$ cat config.mk
export PLATFORM = sky130hd
export DESIGN_NAME = palette_gradient_interpolator_unit
export DESIGN_NICKNAME = d
export VERILOG_FILES = /design/src/hw/rtl/pgi_pkg.sv /design/src/hw/rtl/pgi_ram.sv /design/src/hw/rtl/pgi_lane.sv /design/src/hw/rtl/palette_gradient_interpolator_unit.sv
export SDC_FILE = /design/constraint.sdc
export NUM_CORES = 2
export LEC_CHECK = 0
export BUFFER_PORTS_ARGS = -buffer_cell sky130_fd_sc_hd__buf_2
export CORE_MARGIN = 2
export CORE_UTILIZATION = 35
export CTS_BUF_LIST = sky130_fd_sc_hd__clkbuf_8
export DETAILED_ROUTE_END_ITERATION = 7
export PLACE_DENSITY_LB_ADDON = 0.2
export SETUP_SLACK_MARGIN = 0.3
export SYNTH_ARGS = -nofsm -noshare
export SYNTH_HDL_FRONTEND = slang
export SYNTH_SLANG_ARGS = --single-unit
$ cat constraint.sdc
create_clock -name clk -period 17 [get_ports clk]
set_input_delay 0.85 -clock clk [delete_from_list [all_inputs] [get_ports clk]]
set_output_delay 0.85 -clock clk [all_outputs]
set_load 0.02 [all_outputs]
$ cat src/hw/rtl/pgi_pkg.sv
// Shared types and constants for the palette gradient interpolator.
`default_nettype none
package pgi_pkg;

  localparam int PALETTE_DEPTH_DEF = 16;
  localparam int FRAC_BITS_DEF     = 16;

  localparam int MAG_W = 20;   // signed magnitude
  localparam int IDX_W = 4;    // palette write index
  localparam int CH_W  = 9;    // one color channel
  localparam int CNT_W = 5;    // color_count register

  localparam int S_TDATA_W = 56;
  localparam int M_TDATA_W = 32;

  localparam int CFG_IDX_W  = 1;
  localparam int CFG_DATA_W = 5;

  localparam logic [CFG_IDX_W-1:0] CFG_CYCLIC = 1'd0;
  localparam logic [CFG_IDX_W-1:0] CFG_COUNT  = 1'd1;

  localparam logic CMD_LOOKUP = 1'b0;
  localparam logic CMD_WRITE  = 1'b1;

  localparam int COUNT_RESET = 5;

  // Stage enables handed to the channel lanes.
  typedef struct packed {
    logic d;   // blend product stage loads
    logic e;   // result stage loads
  } pgi_adv_t;

endpackage
`default_nettype wire

$ cat src/hw/rtl/pgi_ram.sv
// Generic RAM: one write port, two registered read ports.
`default_nettype none
module pgi_ram #(
  parameter int WIDTH = 27,
  parameter int DEPTH = 16
) (
  input  wire logic                     clk,
  input  wire logic                     we,
  input  wire logic [$clog2(DEPTH)-1:0] waddr,
  input  wire logic [WIDTH-1:0]         wdata,
  input  wire logic                     re,
  input  wire logic [$clog2(DEPTH)-1:0] raddr_a,
  input  wire logic [$clog2(DEPTH)-1:0] raddr_b,
  output logic      [WIDTH-1:0]         rdata_a,
  output logic      [WIDTH-1:0]         rdata_b
);

  logic [WIDTH-1:0] mem [DEPTH];

  always_ff @(posedge clk) begin
    if (we) begin
      mem[waddr] <= wdata;
    end
  end

  always_ff @(posedge clk) begin
    if (re) begin
      rdata_a <= mem[raddr_a];
      rdata_b <= mem[raddr_b];
    end
  end

endmodule
`default_nettype wire

$ cat src/hw/rtl/pgi_lane.sv
// One color channel: difference times fraction, then shift and add.
`default_nettype none
module pgi_lane
  import pgi_pkg::*;
#(
  parameter int FRAC_BITS = FRAC_BITS_DEF
) (
  input  wire logic                 clk,
  input  wire pgi_adv_t             adv,
  input  wire logic [CH_W-1:0]      lo,
  input  wire logic [CH_W-1:0]      hi,
  input  wire logic [FRAC_BITS:0]   frac,
  output logic      [CH_W-1:0]      result
);

  localparam int DW = CH_W + 1;
  localparam int FW = FRAC_BITS + 2;
  localparam int PW = DW + FW;

  logic signed [DW-1:0] diff;
  logic signed [PW-1:0] prod;
  logic signed [PW-1:0] d_prod;
  logic        [CH_W-1:0] d_lo;
  logic signed [PW-1:0] sum;

  // a*(1-f) + b*f == a*ONE + (b-a)*f; the arithmetic shift floors
  always_comb begin
    diff = $signed({1'b0, hi}) - $signed({1'b0, lo});
    prod = PW'(diff) * PW'($signed({1'b0, frac}));
    sum  = $signed(PW'({1'b0, d_lo})) + (d_prod >>> FRAC_BITS);
  end

  always_ff @(posedge clk) begin
    if (adv.d) begin
      d_prod <= prod;
      d_lo   <= lo;
    end
    if (adv.e) begin
      result <= sum[CH_W-1:0];
    end
  end

endmodule
`default_nettype wire

$ cat src/hw/rtl/palette_gradient_interpolator_unit.sv
// Palette gradient interpolator: magnitude to RGB through a loadable palette.
//
// Input stream s_*: s_tuser is the command (0 lookup, 1 palette write).
// A write stores red_in/green_in/blue_in at entry_index and gives no output;
// an index not below PALETTE_DEPTH is dropped. A lookup gives one m_* transfer
// with the interpolated red, green and blue channels.
// Config channel cfg_*: index 0 = cyclic_mode, 1 = color_count; cfg_ready is
// always high. Write it only while the pipeline is empty.
// Throughput: one item per cycle while m_tready does not hold the output; the
// five register stages (clamp, multiply, palette read, blend product, result)
// each hold their own valid bit.
// Palette reads use the registered read of a two-read-port RAM.
// Stalls: each stage takes a new item when it is empty or its successor moves,
// so bubbles are squeezed out and the block keeps accepting while a result
// waits; nothing is dropped or repeated.
// Reset: empties the pipeline, cyclic_mode = 0, color_count = 5. Palette
// contents are undefined until written; there is no clearing pass.
`default_nettype none
module palette_gradient_interpolator_unit
  import pgi_pkg::*;
#(
  parameter int PALETTE_DEPTH = PALETTE_DEPTH_DEF,
  parameter int FRAC_BITS     = FRAC_BITS_DEF
) (
  input  wire logic                  clk,
  input  wire logic                  rst,
  input  wire logic                  s_tvalid,
  output logic                       s_tready,
  // [19:0] magnitude, [23:20] entry_index, [32:24] red_in,
  // [41:33] green_in, [50:42] blue_in, [55:51] zero
  input  wire logic [S_TDATA_W-1:0]  s_tdata,
  // [0] command
  input  wire logic                  s_tuser,
  output logic                       m_tvalid,
  input  wire logic                  m_tready,
  // [8:0] red, [17:9] green, [26:18] blue, [31:27] zero
  output logic      [M_TDATA_W-1:0]  m_tdata,
  input  wire logic                  cfg_valid,
  output logic                       cfg_ready,
  input  wire logic [CFG_IDX_W-1:0]  cfg_index,
  input  wire logic [CFG_DATA_W-1:0] cfg_data
);

  localparam int AW      = $clog2(PALETTE_DEPTH);
  localparam int MB      = FRAC_BITS + 1;
  localparam int CW      = (MAG_W > FRAC_BITS + 2) ? MAG_W : FRAC_BITS + 2;
  localparam int PW      = MB + CNT_W;
  localparam int CNT_MAX = (PALETTE_DEPTH < 31) ? PALETTE_DEPTH : 31;
  localparam int RW      = 3 * CH_W;

  localparam logic [CW-1:0] ONE_C  = CW'(1) << FRAC_BITS;
  localparam logic [MB-1:0] ONE_M  = MB'(1) << FRAC_BITS;
  localparam logic [MB-1:0] HALF_M = MB'(1) << (FRAC_BITS - 1);

  function automatic logic [CNT_W-1:0] spans_of(input logic [CNT_W-1:0] cnt);
    logic [CNT_W-1:0] c;
    c = cnt;
    if (c < CNT_W'(2)) begin
      c = CNT_W'(2);
    end else if (c > CNT_W'(CNT_MAX)) begin
      c = CNT_W'(CNT_MAX);
    end
    return c - CNT_W'(1);
  endfunction

  // configuration
  logic             cyclic;
  logic [CNT_W-1:0] spans;

  assign cfg_ready = 1'b1;

  always_ff @(posedge clk) begin
    if (rst) begin
      cyclic <= 1'b0;
      spans  <= spans_of(CNT_W'(COUNT_RESET));
    end else if (cfg_valid) begin
      case (cfg_index)
        CFG_CYCLIC: cyclic <= cfg_data[0];
        CFG_COUNT:  spans  <= spans_of(cfg_data);
        default: ;
      endcase
    end
  end

  // stage valids and ready chain
  logic a_v, b_v, c_v, d_v, e_v;
  logic rdy_a, rdy_b, rdy_c, rdy_d, rdy_e;

  assign rdy_e    = !e_v || m_tready;
  assign rdy_d    = !d_v || rdy_e;
  assign rdy_c    = !c_v || rdy_d;
  assign rdy_b    = !b_v || rdy_c;
  assign rdy_a    = !a_v || rdy_b;
  assign s_tready = rdy_a;
  assign m_tvalid = e_v;

  // stage A: clamp and mirror
  logic [MAG_W-1:0] mag;
  logic [CW-1:0]    raw_c;
  logic [MB-1:0]    m_clamp;
  logic [MB-1:0]    m_eff;

  assign mag   = s_tdata[MAG_W-1:0];
  assign raw_c = CW'(mag[MAG_W-2:0]);

  always_comb begin
    if (mag[MAG_W-1]) begin
      m_clamp = '0;
    end else if (raw_c > ONE_C) begin
      m_clamp = ONE_M;
    end else begin
      m_clamp = MB'(raw_c);
    end
    m_eff = (cyclic && m_clamp > HALF_M) ? ONE_M - m_clamp : m_clamp;
  end

  logic             a_cmd;
  logic [MB-1:0]    a_m;
  logic [IDX_W-1:0] a_idx;
  logic [RW-1:0]    a_rgb;

  always_ff @(posedge clk) begin
    if (rdy_a) begin
      a_cmd <= s_tuser;
      a_m   <= m_eff;
      a_idx <= s_tdata[MAG_W+IDX_W-1:MAG_W];
      a_rgb <= s_tdata[MAG_W+IDX_W+RW-1:MAG_W+IDX_W];
    end
  end

  // stage B: position times span count
  logic             b_cmd;
  logic [PW-1:0]    b_p;
  logic [IDX_W-1:0] b_idx;
  logic [RW-1:0]    b_rgb;

  always_ff @(posedge clk) begin
    if (rdy_b) begin
      b_cmd <= a_cmd;
      b_p   <= PW'(a_m) * PW'(spans);
      b_idx <= a_idx;
      b_rgb <= a_rgb;
    end
  end

  // stage C: segment, fraction, palette read (or palette write)
  logic [CNT_W:0]     seg_raw;
  logic               last_span;
  logic [AW-1:0]      seg;
  logic [MB-1:0]      frac;
  logic               wr_en;

  always_comb begin
    seg_raw   = b_p[PW-1:FRAC_BITS];
    last_span = seg_raw >= {1'b0, spans};
    // top end: last span with a full fraction lands exactly on the last entry
    seg  = last_span ? AW'(spans - CNT_W'(1)) : AW'(seg_raw);
    frac = last_span ? ONE_M : {1'b0, b_p[FRAC_BITS-1:0]};
    wr_en = b_v && rdy_c && (b_cmd == CMD_WRITE)
            && (32'(b_idx) < PALETTE_DEPTH);
  end

  logic [RW-1:0] rd_lo, rd_hi;

  pgi_ram #(
    .WIDTH (RW),
    .DEPTH (PALETTE_DEPTH)
  ) u_palette (
    .clk     (clk),
    .we      (wr_en),
    .waddr   (AW'(b_idx)),
    .wdata   (b_rgb),
    .re      (rdy_c),
    .raddr_a (seg),
    .raddr_b (seg + AW'(1)),
    .rdata_a (rd_lo),
    .rdata_b (rd_hi)
  );

  logic          c_cmd;
  logic [MB-1:0] c_frac;

  always_ff @(posedge clk) begin
    if (rdy_c) begin
      c_cmd  <= b_cmd;
      c_frac <= frac;
    end
  end

  // stages D and E live in the lanes; writes leave the pipe here
  pgi_adv_t adv;
  assign adv.d = rdy_d;
  assign adv.e = rdy_e;

  logic [CH_W-1:0] res_r, res_g, res_b;

  pgi_lane #(.FRAC_BITS(FRAC_BITS)) u_lane_r (
    .clk    (clk),
    .adv    (adv),
    .lo     (rd_lo[CH_W-1:0]),
    .hi     (rd_hi[CH_W-1:0]),
    .frac   (c_frac),
    .result (res_r)
  );

  pgi_lane #(.FRAC_BITS(FRAC_BITS)) u_lane_g (
    .clk    (clk),
    .adv    (adv),
    .lo     (rd_lo[2*CH_W-1:CH_W]),
    .hi     (rd_hi[2*CH_W-1:CH_W]),
    .frac   (c_frac),
    .result (res_g)
  );

  pgi_lane #(.FRAC_BITS(FRAC_BITS)) u_lane_b (
    .clk    (clk),
    .adv    (adv),
    .lo     (rd_lo[3*CH_W-1:2*CH_W]),
    .hi     (rd_hi[3*CH_W-1:2*CH_W]),
    .frac   (c_frac),
    .result (res_b)
  );

  assign m_tdata = {(M_TDATA_W - RW)'(0), res_b, res_g, res_r};

  always_ff @(posedge clk) begin
    if (rst) begin
      a_v <= 1'b0;
      b_v <= 1'b0;
      c_v <= 1'b0;
      d_v <= 1'b0;
      e_v <= 1'b0;
    end else begin
      if (rdy_a) a_v <= s_tvalid;
      if (rdy_b) b_v <= a_v;
      if (rdy_c) c_v <= b_v;
      if (rdy_d) d_v <= c_v && (c_cmd == CMD_LOOKUP);
      if (rdy_e) e_v <= d_v;
    end
  end

endmodule
`default_nettype wire

# == Word level (Yosys, flattened, before mapping) ==
# Memory sizes are Yosys's and may differ from the RTL's. A register that Yosys moved wholly into a read port is not among the register bits.
# Index checks and enable logic that the tools add are counted.
# totals
register_bits,261
mem_bits_rw,432
in_bits,68
out_inout_bits,35
word_cells,77
n_memories,1
# classes
n_addsub,10
n_mul,4
n_lt_le_gt_ge,5
mux,12
bitwise,2
n_reduce_logical,16
# memory_table
memory,depth,width,read_ports,rd_ports_with_merged_regs,wr,line,rtl
u_palette.mem,16,27,2,2,1,pgi_ram.sv:18,logic [WIDTH-1:0] mem [DEPTH];
# op_table
cell,count
10-bit by 18-bit multiplier with 25-bit output,3
17-bit 2-to-1 mux,4
9-bit by 9-bit subtractor with 10-bit output,3
9-bit adder,3
5-bit 2-to-1 mux,5
17-bit by 5-bit multiplier with 22-bit output,1
19-bit by 17-bit greater-than comparator with 1-bit output (second input constant),1
17-bit by 16-bit greater-than comparator with 1-bit output (second input constant),1
17-bit subtractor (first input constant),1
6-bit by 5-bit greater-or-equal comparator with 1-bit output,1
5-bit greater-than comparator (second input constant),1
1-bit zero test,5
1-bit logical OR,5
5-bit by 2-bit < comparator with 1-bit output (second input constant),1
5-bit by 1-bit subtractor with 5-bit output (second input constant),1
4-bit by 1-bit adder with 4-bit output (second input constant),1
1-bit logical AND,4
4-bit 2-to-1 mux,1
2-bit AND reduction,2
4-bit by 1-bit subtractor with 4-bit output (second input constant),1
1-bit 2-to-1 mux,2
1-bit NOT,2

# == Logic depth before layout (Yosys ltp) ==
# logic_depth
ltp_word,8
mapped_depth,31

# == Hierarchy ==
# Synthesis repeated with hierarchy kept, for this count alone.
# hier_totals
hier_cells,3773
area_unflattened_um2,48891.9
# modules_own_cells
mod,instances,cells_each,area_each_um2
pgi_ram,1,965,21234.1
palette_gradient_interpolator_unit,1,655,7719.9
pgi_lane (u_lane_r),1,721,6716.4
pgi_lane (u_lane_g),1,718,6633.9
pgi_lane (u_lane_b),1,714,6587.6

# == Least setup slack after synthesis ==
# Ideal clock, no wire load.
# synth_timing
kind,register to register
startpoint,"reg u_palette.rdata_a[9], read port of u_palette.mem"
endpoint,reg u_lane_g.d_prod[24] (data pin)
setup_time_ns,0.262
arrival_ns,6.673
required_time_ns,16.738
slack_ns,10.065
stages_incl_launch_ff,29
path_buffers,1
synth_period_minus_slack_ns,6.935
path_cell_list,edfxtp_1 -> ha_1 -> fa_1 -> nand2b_1 -> a21boi_0 -> o21a_1 -> o21a_1 -> nor2_1 -> xnor2_1 -> clkbuf_1 -> nand2_1 -> fa_1 -> inv_1 -> fa_1 -> fa_1 -> fa_1 -> inv_1 -> fa_1 -> inv_1 -> ha_1 -> a21o_1 -> a21o_1 -> a221o_1 -> o21ai_1 -> a311o_1 -> nand4b_1 -> a41oi_1 -> a21oi_1 -> xor2_1
# synth_between
elab_chain_len,2
# synth_lines
item,line,rtl
from (decl),pgi_ram.sv:14,"output logic [WIDTH-1:0] rdata_a,"
9-bit by 9-bit subtractor with 10-bit output,pgi_lane.sv:28,"diff = $signed({1'b0, hi}) - $signed({1'b0, lo});"
10-bit by 18-bit multiplier with 25-bit output,pgi_lane.sv:29,"prod = PW'(diff) * PW'($signed({1'b0, frac}));"
named net u_lane_g.prod[24],pgi_lane.sv:21,logic signed [PW-1:0] prod;
to (signal assigned),pgi_lane.sv:35,d_prod <= prod;
to (decl),pgi_lane.sv:22,logic signed [PW-1:0] d_prod;
# The timed path passes the listed nets, and every way through them passes these cells.
# A chain may end at the register's enable or synchronous reset.

# == Worst setup path in the final report ==
# Same ends and word-level chain as after synthesis.

==> flow_summary.rst <==
.. list-table::
   :header-rows: 1

   * - Metric
     - Value
   * - Outcome
     - completed
   * - Final #Nets
     - roughly 4800
   * - First element of the critical path
     - u_palette.rdata_a[9]
   * - Vias per cell
     - 4.856
   * - Layout cell share with drive strength beyond 1
     - 12.96%
   * - Layer with the highest usage after global routing
     - met2
   * - Total power divided by cell area
     - 179.2 nW/um2
   * - Lkg Pwr
     - 23.29 nW
   * - Setup Viol. Count Final
     - 0
   * - Count of buffers from port buffering
     - 91
   * - Fraction of the core area covered by cells at the end of the flow
     - just under 40%
   * - Die W
     - 379.2 um
   * - Resize count post-CTS
     - 0
   * - Clock-pin transition on the worst setup and hold timing paths
     - 60 ps
   * - Filler Cells Inserted
     - 13430
   * - DRC errors left
     - 0
   * - Number of clock sinks
     - 699
   * - Longest Clk Path Bufs
     - 3
   * - Number of routed nets with antenna violations
     - 0
   * - Fraction of the yosys area taken by sequential cells
     - between 40% and 50%
   * - Post-synth design cell area
     - 49280 um2
   * - Total power consumption of the routed design
     - 9.775 mW
   * - TritonCTS clock tree
     - yes
   * - Clock latency of the later-clocked register in the worst-skew pair
     - 790 ps
   * - Total vias in the final route
     - 29030
   * - Commonest cells after routing, fill and taps aside
     - sky130_fd_sc_hd__edfxtp_1, sky130_fd_sc_hd__inv_1, sky130_fd_sc_hd__mux2i_1
   * - Global-route track usage on met2
     - 27.19%
   * - Die boundary height
     - approximately 380 um
   * - Worst vdd rail ir drop
     - about 130 uV
   * - Main synth FF type
     - sky130_fd_sc_hd__edfxtp_1
   * - Final HPWL from detailed placement
     - around 73 mm
   * - GR met3 Demand/Resource
     - 2.048%
   * - Most common cell after layout, fill and taps aside
     - sky130_fd_sc_hd__edfxtp_1
   * - Final estimated routing congestion in global placement
     - 0.7740
   * - Area inside the core boundary
     - 139700 um2
   * - Share of async-settable or async-resettable flops after synthesis
     - 0%
   * - Cell taking the most area after synthesis
     - sky130_fd_sc_hd__edfxtp_1
   * - Met1 Resource Use GR
     - 21.04%
   * - Setup tns final
     - 0 ps
   * - Count of flip-flops with a built-in enable after synthesis
     - 688
   * - WL per Instance
     - 18.65 um
   * - Arrival time at the worst endpoint
     - ~8200 ps
   * - Detailed Route WL
     - 111.4 mm
   * - Flip-flop and latch count after synthesis
     - 699
   * - Max-cap violations
     - 0
   * - Main area contributors after synthesis
     - sky130_fd_sc_hd__edfxtp_1, sky130_fd_sc_hd__fa_1, sky130_fd_sc_hd__mux2i_1
   * - Yosys top cell area share
     - 41.92%
   * - Area enclosed by the die boundary
     - 143800 um2
   * - Path type of the worst setup path
     - reg2reg
   * - Critical R2R Launch
     - u_palette.rdata_a[9]
   * - Kind of start point of the critical path
     - flip-flop
   * - Initial cell density of the core
     - between 30% and 40%
   * - Setup repair after global routing missed its margin
     - false
   * - Pin count of the biggest net entering global routing
     - 74
   * - YS warnings
     - 0
   * - Normalized max-slew margin
     - 31.12%
   * - Synth Area per Inst
     - approximately 13 um2
   * - Rows
     - 137
   * - Multiplexer area fraction after synthesis
     - 14.46%
   * - Cells after Synth
     - 3881
   * - Maximum achievable frequency
     - roughly 130 MHz
   * - Initial drt markers
     - 1478
   * - Actual transition at the worst max-transition pin
     - just over 1000 ps
   * - Final WS setup
     - 9276 ps
   * - Data required time of the worst path
     - 17510 ps
   * - Overflow after GRT
     - 0
   * - Number of antenna violations at the first check in global routing
     - 9
   * - Compound-cell area share of the yosys netlist
     - 2.899%
   * - Layout overhead on the synthesized area
     - 10.71%
   * - Post-Synth Simple-Gate Area
     - 8.569%
   * - First-pass DRT Iterations
     - 5
   * - Number of hold buffers added after cts
     - 0
   * - Post-synthesis adder-cell area fraction
     - 23.46%
   * - Post-synthesis xor/xnor area fraction
     - 2.041%
   * - Biggest fanout along the worst timing path
     - 17
   * - Min cycle time layout
     - 7724 ps
   * - Vias in the first global route
     - 30340
   * - Startpoint of the lowest-slack hold path
     - s_tdata[26]
   * - Worst-case setup slack after placement
     - 9273 ps
   * - Total count of max-transition violations in the final report
     - 0
   * - Total setup buffers inserted after CTS
     - 0
   * - Clock H-tree levels
     - 3
   * - Fraction of the cycle the final worst path needs
     - between 40% and 50%
   * - Largest family of logic cells by synthesized area
     - adder cells
   * - Distinct cell type count after synthesis
     - 66
   * - Area occupied by multi-input gates
     - 25610 um2
   * - Global routing usage summed across all routing layers
     - 15.90%
   * - Root Driver
     - sky130_fd_sc_hd__clkbuf_8
   * - Final Hold Vio Count
     - 0
   * - Boundary pin count
     - 103
   * - Num CTS Buffers
     - approximately 120
   * - Global-route wire length before repair
     - 175.0 mm
   * - Path category of the worst min-delay check
     - in2reg
   * - Seq. cell area
     - ~21000 um2
   * - Kind of end point of the critical path
     - flip-flop
   * - Setup skew after layout
     - 35.32 ps
kinds of logic after synthesis:
kind of cell               Yosys count
and+or+nand+nor                    848
buffers and inverters              780
DFF                                699
adders and majority gates          681
muxes                              543
AOI/OAI and AO/OA                  220
xor gates and xnor gates           108
other                                2
metrics by stage:
stage               instances  hold WS, ps  instance area [um2]
floorplan                3885        400.3                49300
global placement         5761        400.5                52200
detailed placement       5761        405.2                52200
CTS                      5974        140.1                54550
global route             5975        176.8                54550
finish                   5977        236.4                54560
Yosys cell counts (all sizes together) (9+ instances only):
cell / n
edfxtp: 688
inv: 607
mux2i: 408
fa: 405
nand2: 304
ha: 276
and2: 201
mux4: 135
nor2: 126
clkbuf: 117
a21oi: 72
xnor2: 72
nand2b: 59
buf: 56
nor2b: 56
o21ai: 33
xor2: 33
nor3: 27
a21o: 24
nand3: 20
or2: 19
o21a: 16
o21bai: 13
dfxtp: 11
a211oi: 9
critical path, cell delays in order (launching register included):
cell and delay, ps:
sky130_fd_sc_hd__edfxtp_1 390, sky130_fd_sc_hd__ha_1 250, sky130_fd_sc_hd__fa_1 390, sky130_fd_sc_hd__nand2b_1 150, sky130_fd_sc_hd__a21boi_0 270, sky130_fd_sc_hd__nor3_1 100, sky130_fd_sc_hd__nor2_2 750, sky130_fd_sc_hd__nand2_1 190
sky130_fd_sc_hd__fa_1 570, sky130_fd_sc_hd__inv_1 50, sky130_fd_sc_hd__fa_1 550, sky130_fd_sc_hd__fa_1 430, sky130_fd_sc_hd__fa_1 500, sky130_fd_sc_hd__inv_1 50, sky130_fd_sc_hd__fa_1 470, sky130_fd_sc_hd__inv_1 40
sky130_fd_sc_hd__ha_1 270, sky130_fd_sc_hd__a21o_1 180, sky130_fd_sc_hd__a21o_1 160, sky130_fd_sc_hd__a221o_1 370, sky130_fd_sc_hd__o21ai_1 320, sky130_fd_sc_hd__a311o_1 330, sky130_fd_sc_hd__nand4b_1 170, sky130_fd_sc_hd__a41oi_1 180
sky130_fd_sc_hd__a21oi_1 230, sky130_fd_sc_hd__xor2_1 100
flip-flops by register name (all words and copies together), names as in the netlist, 17 cells and up:
register / count
a_rgb: 27
u_palette.rdata_b: 27
b_p: 22
u_palette.rdata_a: 27
c_frac: 17
b_rgb: 27
a_m: 17
u_palette.mem: 432
final timing paths:
| path | slack, ps | cells after the start | endpoint |
|---|---|---|---|
| worst max-delay path | 9280 | 25 | u_lane_g.d_prod[24] |
| worst min-delay path | 240 | 1 | a_rgb[2] |
| worst max register to register | 9280 | 25 | u_lane_g.d_prod[24] |
| worst min register to register | 420 | 0 | b_rgb[16] |
layer usage:
metal / vias up / routed length (um)
met5: - / 12
met4: 2 / 2400
met3: 146 / 4511
met2: 475 / 55520
met1: 14960 / 49000
li1: 13440 / -
power breakdown:
group / leakage (nW) / switching (mW) / internal (mW)
Combinational: 15.2 / 3.43 / 2.43
Clock: 1.29 / 0.710 / 0.815
Sequential: 6.77 / 0.119 / 2.27
Total: 23.3 / 4.26 / 5.52
area by class of cell:
class	count	share of cell area, %
clock inverters	96	1.351
well taps	1876	4.302
inverters	607	4.179
diodes	3	0.01376
repair buffers	173	1.986
flip-flops and latches	699	38.27
multi-input cells	2406	46.95
clock buffers	117	2.952
No activity file was read; power rests on OpenSTA's default activity.
